$ cat src/design/prim_mst_ram.sv
// ----------------------------------------------------------------------------
// prim_mst_ram
// Simple dual-port memory: one write port, one read port with registered data.
// ----------------------------------------------------------------------------
module prim_mst_ram #(
  parameter int DEPTH = 64,
  parameter int WIDTH = 16
) (
  input  logic                     clk,
  input  logic                     we,
  input  logic [$clog2(DEPTH)-1:0] waddr,
  input  logic [WIDTH-1:0]         wdata,
  input  logic [$clog2(DEPTH)-1:0] raddr,
  output logic [WIDTH-1:0]         rdata
);

  logic [WIDTH-1:0] mem [DEPTH];

  always_ff @(posedge clk) begin
    if (we) begin
      mem[waddr] <= wdata;
    end
  end

  always_ff @(posedge clk) begin
    rdata <= mem[raddr];
  end

endmodule
$ cat config.mk
export PLATFORM = sky130hd
export DESIGN_NAME = prim_mst_ram
export DESIGN_NICKNAME = d
export VERILOG_FILES = /design/src/design/prim_mst_ram.sv
export SDC_FILE = /design/constraint.sdc
export NUM_CORES = 1
export LEC_CHECK = 0
export ABC_AREA = 0
export BUFFER_PORTS_ARGS = -buffer_cell sky130_fd_sc_hd__buf_2
export CAP_MARGIN = 10
export CELL_PAD_IN_SITES_DETAIL_PLACEMENT = 1
export CELL_PAD_IN_SITES_GLOBAL_PLACEMENT = 2
export CORE_MARGIN = 2
export CORE_UTILIZATION = 31
export CTS_CLUSTER_SIZE = 12
export DETAILED_ROUTE_END_ITERATION = 16
export PLACE_DENSITY = 0.56
export SLEW_MARGIN = 0
export SYNTH_ARGS = -nofsm -noshare
export SYNTH_HDL_FRONTEND = slang
export SYNTH_SLANG_ARGS = --single-unit
$ cat constraint.sdc
create_clock -name clk -period 2.65 [get_ports clk]
set_clock_uncertainty 0.05 [all_clocks]
set_input_delay 0.265 -clock clk [delete_from_list [all_inputs] [get_ports clk]]
set_output_delay 0.265 -clock clk [all_outputs]
set_load 0.02 [all_outputs]
==> metrics.txt <==
GR Util All Layers=approximately 17%; Final WS setup=about 0.50 ns; Required @ worst endpoint=between 3 and 4 ns; Clock transition at path regs=0.06 ns; most common cell after layout, fill and taps aside=edfxtp_1; Final period util=~81%; vias in the first global route=about 21000; IO buf count=between 40 and 50; GP Congestion=just under 0.8; clock sinks=around 1000; r2r setup slk=0.57 ns; Post-Syn Nets=about 1900; top-area cell type share of the netlist area=between 70% and 80%; Gate power share=5.7%; global-route wire length before repair=between 150 and 200 mm; Core ar.=0.128 sq mm; Worst-Skew Late Latency=0.69 ns; leading area contributor after synthesis=edfxtp_1; Gate Count Post-Synth=1829; 1st-iter DRT viols=between 1500 and 2000; reg2reg start=mem[31][15]$_DFFE_PP_; PD cells=740 mW/mm^2; CTS root buf=clkbuf_16; Pwr Total=between 30000 and 40000 uW; Post-route DRC=0; asr flop ratio synth=0%; CTS tree=built; Hold Crit Class=in2reg; total number of vias=around 20000; WP data arrival=approximately 2.7 ns; drt pass-1 iters=5; row count=~130; HPWL after DPL=roughly 72 mm; Post-Syn Area=approximately 0.04 sq mm; Routed WL=between 100 and 150 mm; Clk network pwr share=between 40% and 50%; endpoint type of the worst setup path=flop; ys flop type=edfxtp_1; fmax=around 0.47 GHz; critical-path maximum fanout=32; MaxCap Viol Count=0; commonest cells after routing, fill and taps aside=1024 x edfxtp_1, 220 x mux4_2, 174 x buf_4; sequential power share=a little over half; final hold vios=0; GRT Residual Overflow=0; Pins Over Slew Limit=0; Layout Utilization=between 30% and 40%; Pleak=between 0.01 and 0.015 uW; DR vias/cell=5.11; worst reg2reg path depth=6; Area contributors post-synth=edfxtp_1 77%, mux4_2 12%, mux2i_1 2.1%, dfxtp_1 0.80%, mux2_2 0.76%; initial core utilization=31.3%; Slew HR=27.9%; EDFF count, synth=1024; sequential element share of the synthesized area=77.6%; final std cells w/o fill=between 3000 and 4000; Crit Reg-Reg Endpoint=rdata[15]$_DFF_P_; library cells used by synthesis=43; setup repair bufs after CTS=0; routed length per instance=just under 30 um; hold buffers post-CTS=5; # H-tree levels=3; Placed Instances=about 3600; area delta synth->final=17.3%; post-CTS sizing=0; Num CTS Buffers=110; synthesized area per cell=around 22 sq um; Sw Share=between 20% and 30%; synth warn=0; fin crit period=roughly 2.1 ns; share of layout cells above drive strength 1=between 20% and 30%; Die ar.=roughly 0.13 sq mm; Seq cells post-synth=roughly 1000; RSZ-0062 raised after global routing=no; Nets=approximately 2100; I/O pin cnt=46; largest net degree at the start of global routing=65; placement-stage worst setup slack=-0.227 ns; antenna violations before repair=7; Hold WS=~0.084 ns; Hold Path Stages=2; Hold EP=mem[20][13]$_DFFE_PP_; Final Setup Violations=0; clk buf depth=3; crit path launch type=input port; Die Height=~360 um; status=finished, final reports clean; HP Start=wdata[13]; critical path class=in2reg; sw power=7650 uW; worst slew pin tran=1.08 ns; die width=between 300 and 400 um; Int Pwr=around 27000 uW; Routed Antenna Nets=0; VDD IR max=about 0.51 mV
-- worst max-delay path, stage by stage --
cell	delay [ns]
buf_8	0.22
buf_12	0.23
buf_12	0.29
mux4_2	0.56
a22oi_1	0.47
nand3_1	0.29
and4_1	0.28
-- worst max path at each step --
stage	depth (start not counted)	endpoint	from
6_report	7	rdata[14]$_DFF_P_	raddr[0]
5_1_grt	9	rdata[12]$_DFF_P_	raddr[0]
4_1_cts	7	rdata[14]$_DFF_P_	raddr[0]
3_3_place_gp	7	rdata[14]$_DFF_P_	raddr[0]
3_5_place_dp	7	rdata[14]$_DFF_P_	raddr[0]
2_1_floorplan	4	mem[48][0]$_DFFE_PP_	waddr[3]
-- Yosys cell counts, types with 6 or more instances --
library cell / number
mux4_2: 220
a21oi_1: 17
a22o_1: 6
nor2b_1: 30
a211o_1: 8
nor2_1: 72
nand2_1: 59
a311oi_1: 8
nand4_1: 12
a31oi_1: 8
buf_6: 17
nand3_1: 24
a221oi_1: 16
a221o_1: 6
clkbuf_1: 24
buf_2: 36
mux2_2: 27
buf_4: 13
a22oi_1: 39
dfxtp_1: 16
edfxtp_1: 1024
mux2i_1: 85
a211oi_1: 8
-- metrics by stage --
step                area, sq um  TNS [ns]
floorplan                 40000         0
global placement          43600    -0.688
detailed placement        43600    -0.743
global route              47000         0
finish                    47000         0
CTS                       47000         0
-- sequential cells by signal (all words and copies together), names as in the netlist --
register	count
rdata	16
mem	1024
-- layout make-up --
class	count	area [sq um]
clock buffer	146	2930
fill	12340	80900
sequential	1040	31100
clock inverter	53	397
multi-input combinational	685	8250
timing repair buffer	255	2230
antenna	2	5.00
tap	1662	2080
-- power groups by stage --
stage	Sequential (uW)	Combinational, uW	Clock [uW]
detailed placement	18600	2030	0
global route	18300	2130	15400
global placement	18600	2010	0
CTS	18300	2040	14800
floorplan	18600	943	0
finish	18300	1990	14500
-- kinds of logic (layout without fill, tap and decap cells) --
logic type / Yosys count / count (layout) / synth area share, %
compound gates: 129 / 129 / 2.41
simple gates: 220 / 220 / 2.65
flops: 1040 / 1040 / 77.6
mux: 336 / 336 / 15.5
other cells: 0 / 2 / 0
buf+inv: 104 / 454 / 1.83
-- layer usage --
metal / global-route usage, % / up-vias / part of all wire (%) / wire, um
met2: 27.5 / 468 / 47 / 53500
li1: - / 8221 / - / -
met4: 4.03 / 4 / 2.2 / 2460
met3: 2.52 / 146 / 4.3 / 4840
met1: 25.0 / 10782 / 46 / 52300
met5: 0 / - / 0.021 / 24
(Power assumes the default switching activity.)
